===== src/dhlm_pkg.sv =====
// Shared types, widths and constant tables of the DH link matrix block.
// No dependencies; every other file in src takes its names from here by scope.
package dhlm_pkg;

	localparam int CORDIC_STAGES = 16;
	localparam int TABLE_LEN = 24;
	localparam int SH_W = $clog2(TABLE_LEN);

	localparam int ANG_W = 17;
	localparam int LEN_W = 24;
	localparam int TRIG_W = 16;
	localparam int WRAP_W = 16;
	localparam int PH_W = 32;
	localparam int CW = 34;
	localparam int ZW = 33;

	localparam int TURN_UNITS = 46080;
	localparam int FRAC_DIV = 45;
	localparam int FRAC_BIAS = (TURN_UNITS / 2) / 1024;
	localparam int RECIP_45 = 93207;
	localparam int RECIP_SH = 22;
	localparam int QA_W = 10;
	localparam int RA_W = $clog2(FRAC_DIV);
	localparam int FRAC_W = PH_W - QA_W;

	localparam int CORDIC_GAIN_Q30 = 652032874;
	localparam int Q14_ONE = 16384;

	localparam logic signed [ZW-1:0] Z_QUARTER = ZW'(64'h4000_0000);
	localparam logic signed [ZW-1:0] Z_HALF = ZW'(64'h8000_0000);

	localparam logic [31:0] ATAN_PHASE [TABLE_LEN] = '{
		536870912, 316933406, 167458907, 85004756, 42667331, 21354465,
		10679838, 5340245, 2670163, 1335087, 667544, 333772,
		166886, 83443, 41722, 20861, 10430, 5215,
		2608, 1304, 652, 326, 163, 81
	};

	typedef logic [FRAC_W-1:0] frac_tbl_t [FRAC_DIV];

	// Phase of the part of an angle that is left over after whole steps of 45 units.
	function automatic frac_tbl_t build_frac_phase();
		frac_tbl_t t;
		for (int k = 0; k < FRAC_DIV; k++) begin
			t[k] = FRAC_W'(((64'(k) << FRAC_W) + 64'(FRAC_BIAS)) / FRAC_DIV);
		end
		return t;
	endfunction

	localparam frac_tbl_t FRAC_PHASE = build_frac_phase();

	typedef struct packed {
		logic signed [CW-1:0] x;
		logic signed [CW-1:0] y;
		logic signed [ZW-1:0] z;
	} rot_t;

	typedef struct packed {
		rot_t th;
		rot_t al;
		logic flip_th;
		logic flip_al;
		logic signed [LEN_W-1:0] offset;
		logic signed [LEN_W-1:0] length;
	} stage_t;

	typedef struct packed {
		logic signed [TRIG_W-1:0] cos_theta;
		logic signed [TRIG_W-1:0] sin_theta;
		logic signed [TRIG_W-1:0] neg_st_ca;
		logic signed [TRIG_W-1:0] ct_ca;
		logic signed [TRIG_W-1:0] sin_alpha;
		logic signed [TRIG_W-1:0] st_sa;
		logic signed [TRIG_W-1:0] neg_ct_sa;
		logic signed [TRIG_W-1:0] cos_alpha;
		logic signed [LEN_W-1:0] trans_x;
		logic signed [LEN_W-1:0] trans_y;
		logic signed [LEN_W-1:0] trans_z;
	} res_t;

endpackage


===== src/dhlm_cell.sv =====
// One CORDIC rotation step for both angles, registered, with the link word alongside.
// Depends on dhlm_pkg for the stage type and the arctangent table.
module dhlm_cell (
	input logic clk,
	input logic arst_n,
	input logic adv,
	input logic [dhlm_pkg::SH_W-1:0] shift,
	input logic up_valid,
	input dhlm_pkg::stage_t up,
	output logic dn_valid,
	output dhlm_pkg::stage_t dn
);

	logic valid_s1;
	dhlm_pkg::stage_t data_s1;
	dhlm_pkg::stage_t next_d;

	function automatic dhlm_pkg::rot_t rotate(input dhlm_pkg::rot_t r,
		input logic [dhlm_pkg::SH_W-1:0] sh);
		dhlm_pkg::rot_t o;
		logic signed [dhlm_pkg::CW-1:0] xs, ys;
		logic signed [dhlm_pkg::ZW-1:0] at;
		xs = r.x >>> sh;
		ys = r.y >>> sh;
		at = dhlm_pkg::ZW'(dhlm_pkg::ATAN_PHASE[sh]);
		if (r.z >= 0) begin
			o.x = r.x - ys;
			o.y = r.y + xs;
			o.z = r.z - at;
		end else begin
			o.x = r.x + ys;
			o.y = r.y - xs;
			o.z = r.z + at;
		end
		return o;
	endfunction

	always_comb begin
		next_d = up;
		next_d.th = rotate(up.th, shift);
		next_d.al = rotate(up.al, shift);
	end

	always_ff @(posedge clk or negedge arst_n) begin
		if (!arst_n) begin
			valid_s1 <= 1'b0;
		end else if (adv) begin
			valid_s1 <= up_valid;
		end
	end

	always_ff @(posedge clk) begin
		if (adv) begin
			data_s1 <= next_d;
		end
	end

	assign dn_valid = valid_s1;
	assign dn = data_s1;

endmodule


===== config.mk =====
export PLATFORM = sky130hd
export DESIGN_NAME = dhlm_cell
export DESIGN_NICKNAME = d
export VERILOG_FILES = /design/src/dhlm_pkg.sv /design/src/dhlm_cell.sv
export SDC_FILE = /design/constraint.sdc
export NUM_CORES = 1
export LEC_CHECK = 0
export ABC_AREA = 1
export BUFFER_PORTS_ARGS = -buffer_cell sky130_fd_sc_hd__buf_2
export CELL_PAD_IN_SITES_DETAIL_PLACEMENT = 1
export CELL_PAD_IN_SITES_GLOBAL_PLACEMENT = 1
export CORE_ASPECT_RATIO = 1.1
export CORE_MARGIN = 3
export CORE_UTILIZATION = 41
export CTS_CLUSTER_SIZE = 30
export DETAILED_ROUTE_END_ITERATION = 8
export HOLD_SLACK_MARGIN = 0.08
export PLACE_DENSITY_LB_ADDON = 0.15
export SLEW_MARGIN = 15
export SYNTH_ARGS = -nofsm -noshare
export SYNTH_HDL_FRONTEND = slang
export SYNTH_SLANG_ARGS = --single-unit

===== constraint.sdc =====
create_clock -name clk -period 1 [get_ports clk]
set_clock_uncertainty 0.15 [all_clocks]
set_input_delay 0.2 -clock clk [delete_from_list [all_inputs] [get_ports clk]]
set_output_delay 0.2 -clock clk [all_outputs]
set_load 0.005 [all_outputs]

==> results of run 1 <==
[synthesized netlist by cell type (22+ instances only)]
master	number	share of area, %
nand3_2	22	0.71
buf_6	24	0.87
xor2_1	195	5.5
o21a_1	29	0.70
nand3_1	732	12
a21oi_1	247	4.0
ha_1	206	8.3
nand4_1	44	0.88
nand2_1	1554	19
buf_2	76	1.2
nor2_1	355	4.3
clkbuf_1	39	0.47
inv_1	452	5.4
nor2_2	26	0.52
a31oi_1	50	1.0
edfxtp_1	252	24
o21ai_0	203	3.3
xnor2_1	93	2.6
[through the flow]
stage | setup TNS [ns] | util [%]
after detailed placement | -686.15 | 61.1
after global placement | -629.14 | 61.1
after floorplan | -467.23 | -
[kinds of logic after synthesis]
| logic type | synth area share, % |
|---|---|
| AND/OR/NAND/NOR | 38.5 |
| AO/OA/AOI/OAI | 11.6 |
| buffers and inverters | 8.77 |
| XOR/XNOR | 8.08 |
| flip-flops | 24.3 |
| adder cells (fa/ha/maj) | 8.64 |
| multiplexers | 0.0361 |
==> flow_metrics.env, run 1 <==
export IMPL_ctsHtreeMaxLevel=1
export IMPL_clockBufferDepth=3
export IMPL_synth_seq_area_share_pct=24.3
export IMPL_ctsResizeCount=1156
export IMPL_synthFlopType="edfxtp_1"
export IMPL_post_dp_hpwl_mm=148
export IMPL_die_w_um=269
export IMPL_place_congestion=0.999
export IMPL_place_ws_ns=-4.00
export IMPL_synth_warnings=0
export IMPL_io_buffers=513
export IMPL_ys_ff_latch=253
export IMPL_lastStage="4_1_cts"
export IMPL_syn_area_mm2=0.0312
export IMPL_rows=105
export IMPL_place_area_mm2=0.0458
export IMPL_synth_async_reset_ratio_pct=0.395
export IMPL_numCtsBuffers=30
export IMPL_ctsHoldBuffers=53
export IMPL_outcome="stopped before the end"
export IMPL_clock_sinks=253
export IMPL_synth_edff_count=252
export IMPL_post_cts_setup_buffers=112
export IMPL_synth_cell_types=52
export IMPL_die_h_um=295
export IMPL_dp_cells=7614
export IMPL_syn_area_per_cell_um2=6.45
export IMPL_initial_core_util_pct=41.6
export IMPL_netlist_instances=4840
export IMPL_synth_nets=5313
export IMPL_firstError="[ERROR DPL-0033] detailed placement checks failed during check placement."
export IMPL_root_buffer="clkbuf_16"
export IMPL_ios=514
==> inputs of run 2 (changes only) <==
--- a/config.mk
+++ b/config.mk
@@ -7,14 +7,9 @@
 export LEC_CHECK = 0
 export ABC_AREA = 1
 export BUFFER_PORTS_ARGS = -buffer_cell sky130_fd_sc_hd__buf_2
-export CELL_PAD_IN_SITES_DETAIL_PLACEMENT = 1
-export CELL_PAD_IN_SITES_GLOBAL_PLACEMENT = 1
-export CORE_ASPECT_RATIO = 1.1
 export CORE_MARGIN = 3
-export CORE_UTILIZATION = 41
-export CTS_CLUSTER_SIZE = 30
+export CORE_UTILIZATION = 40
 export DETAILED_ROUTE_END_ITERATION = 8
-export HOLD_SLACK_MARGIN = 0.08
 export PLACE_DENSITY_LB_ADDON = 0.15
 export SLEW_MARGIN = 15
 export SYNTH_ARGS = -nofsm -noshare
==> run 2 against run 1 <==
  * The flow now finishes, with violations (hold timing, setup timing)
  * Area after synthesis unchanged
  * Synthesized cell count unchanged
==> flow_metrics.env, run 2 <==
export IMPL_powerDensity_mw_per_mm2=1310
export IMPL_io_buffers=513
export IMPL_grt_pass1_wl_mm=211
export IMPL_yosysMostFrequentCell="nand2_1"
export IMPL_relSlewSlack_pct=63.8
export IMPL_p_leak_uw=0.0264
export IMPL_synth_nets=5313
export IMPL_rsz0062_at_grt="true"
export IMPL_synthFlopType="edfxtp_1"
export IMPL_root_buffer="clkbuf_16"
export IMPL_whs_endpoint="dn[152]"
export IMPL_grt_pass1_vias=38500
export IMPL_wire_per_inst_um=18.1
export IMPL_synth_top_cell_area_share_pct=24.2
export IMPL_maxCapViolations=0
export IMPL_fin_ws_ns=-2.71
export IMPL_yosys_area_top_type="edfxtp_1"
export IMPL_antenna_left=0
export IMPL_rr_worst_depth=1
export IMPL_synth_mux_area_fraction_pct=0.0361
export IMPL_core_area_mm2=0.0766
export IMPL_grt_max_degree=52
export IMPL_syn_area_per_cell_um2=6.45
export IMPL_ys_ff_latch=253
export IMPL_syn_area_mm2=0.0312
export IMPL_r2r_slack_ns=0.11
export IMPL_path_max_fanout=14
export IMPL_outcome="complete, but fails checks"
export IMPL_rows=101
export IMPL_area_growth_pct=69.1
export IMPL_worstPathRequired_ns=1.18
export IMPL_drive_above_1_share_pct=46.1
export IMPL_synth_warnings=0
export IMPL_irDropWorstVdd_v=0.00130
export IMPL_hold_class="in2reg"
export IMPL_max_stage_delay_ns=0.37
export IMPL_clockBufferDepth=3
export IMPL_post_dp_hpwl_mm=112
export IMPL_synth_xor_area_share_pct=8.08
export IMPL_arrival_ns=3.90
export IMPL_synth_top_family_by_area="simple AND/OR/NAND/NOR gates"
export IMPL_drc=0
export IMPL_ctsHtreeMaxLevel=1
export IMPL_hold_depth=2
export IMPL_netlist_instances=4840
export IMPL_ios=514
export IMPL_synth_area_leaders="edfxtp_1 24%, nand2_1 19%, nand3_1 12%"
export IMPL_tightestPinTransition_ns=0.542
export IMPL_clock_sinks=253
export IMPL_slowest_stage="ha_1"
export IMPL_largest_reg_flops=252
export IMPL_period_minus_slack_ns=3.71
export IMPL_holdWs_ns=-0.128
export IMPL_place_congestion=0.978
export IMPL_cts_tree="built"
export IMPL_synth_fa_ha_area_share_pct=8.64
export IMPL_synth_compound_area_share_pct=11.6
export IMPL_synth_seq_area_share_pct=24.3
export IMPL_overflow=0
export IMPL_die_w_um=285
export IMPL_drt_pre_antenna_iters=5
export IMPL_vias=40600
export IMPL_synth_edff_count=252
export IMPL_cpMostUsedCell="nand2_1"
export IMPL_fin_nets=7252
export IMPL_hp_start="up[152]"
export IMPL_max_freq_mhz=269
export IMPL_final_core_util_pct=68.9
export IMPL_layout_commonest_cell="buf_4"
export IMPL_die_area_mm2=0.0814
export IMPL_clkTransAtPathRegs_ns=0.06
export IMPL_hold_violations=14
export IMPL_start_kind="input port"
export IMPL_numCtsBuffers=28
export IMPL_synth_cell_types=52
export IMPL_cp_end_kind="flip-flop"
export IMPL_die_h_um=285
export IMPL_antenna_found_initial=5
export IMPL_drt_iter0_markers=3294
export IMPL_clk_latency_ns=0.60
export IMPL_r2r_end="dn_valid"
export IMPL_drv_slew=0
export IMPL_synthSimpleGateAreaFrac_pct=38.5
export IMPL_n_fill_cell=6660
export IMPL_period_share_pct=371
export IMPL_synthTopCellsByCount="1554 x nand2_1, 732 x nand3_1, 452 x inv_1, 355 x nor2_1, 252 x edfxtp_1"
export IMPL_setup_tns_ns=-561.49
export IMPL_r2r_start="dn_valid"
export IMPL_grt_util_all_layers_pct=32.5
export IMPL_synth_async_reset_ratio_pct=0.395
export IMPL_finalSetupViolations=462
export IMPL_crit_type="in2reg"
export IMPL_ctsHoldBuffers=54
export IMPL_final_cell_mix="1430 x buf_4, 1350 x nand2_1, 507 x buf_2"
export IMPL_initial_core_util_pct=40.8
export IMPL_wirelength_mm=142
export IMPL_avgViaCountPerCell=5.19
export IMPL_violations="hold timing, setup timing"
run 2: cell counts after synthesis:
No cell type changed its count.
run 2: cell type report:
class                      instances  area, um^2  share of cell area [%]
sequential                       253        7590                    14.4
clock inverter                    17         163                   0.308
timing repair buffer            2079       15500                    29.4
tap                             1030        1290                    2.44
antenna                            4        10.0                  0.0190
clock buffer                      35         748                    1.42
inverter                         466        1810                    3.42
multi-input combinational       3951       25700                    48.6
run 2: power by group:
| group | internal [uW] | total (uW) | switching, uW |
|---|---|---|---|
| Combinational | 20800 | 43100 | 22300 |
| Sequential | 15200 | 15800 | 666 |
| Clock | 5850 | 10400 | 4580 |
run 2: cell families after synthesis:
kind of cell | after synthesis
DFF | 253
xor gates and xnor gates | 288
and+or+nand+nor | 2808
AOI/OAI and AO/OA | 641
adders and majority gates | 212
buffers and inverters | 637
muxes | 1
run 2: layer usage:
layer | global-route usage (%) | wire (um) | vias to the layer above
li1 | - | - | 20100
met1 | 41.5 | 58900 | 18900
met2 | 57.0 | 69000 | 1411
met3 | 3.30 | 8190 | 300
met4 | 10.8 | 5980 | 6
met5 | 0 | 40 | -
run 2: timing repair:
item	4_1_cts	5_1_grt
resized for setup	565	555
hold endpoints to repair	76	15
setup buffers	68	33
cloned	13	4
pin swaps	174	198
setup endpoints to repair	455	462
run 2: how the worst max path moves through the flow:
stage          startpoint      end  slack [ns]  cells past startpoint
6_report         shift[0]  dn[245]       -2.71                     31
5_1_grt          shift[0]  dn[217]       -2.89                     34
4_1_cts          shift[0]  dn[116]       -2.72                     34
3_5_place_dp     shift[0]  dn[216]       -3.61                     30
3_3_place_gp     shift[0]  dn[216]       -3.59                     30
2_1_floorplan    shift[0]   dn[81]       -2.99                     28
run 2: per-stage QoR:
step                      std cells  area [um^2]  setup WS [ns]  power, uW
after CTS                      7794        50100          -2.72      66400
after global routing           7833        52800          -2.89      73700
after detailed placement       7608        45600          -3.61      52900
after floorplan                4840        31800          -2.99      33500
after global placement         7608        45600          -3.59      52700
final                          7835        52800          -2.71      69400
run 2: worst max-delay path: cells and delay by family:
family	cells	cell delay, ns
compound gates	3	0.29
xor+xnor	2	0.28
fa+ha+maj	1	0.37
buf+inv	7	0.78
simple gates	18	1.94
Power figures use the tool's default switching activity.
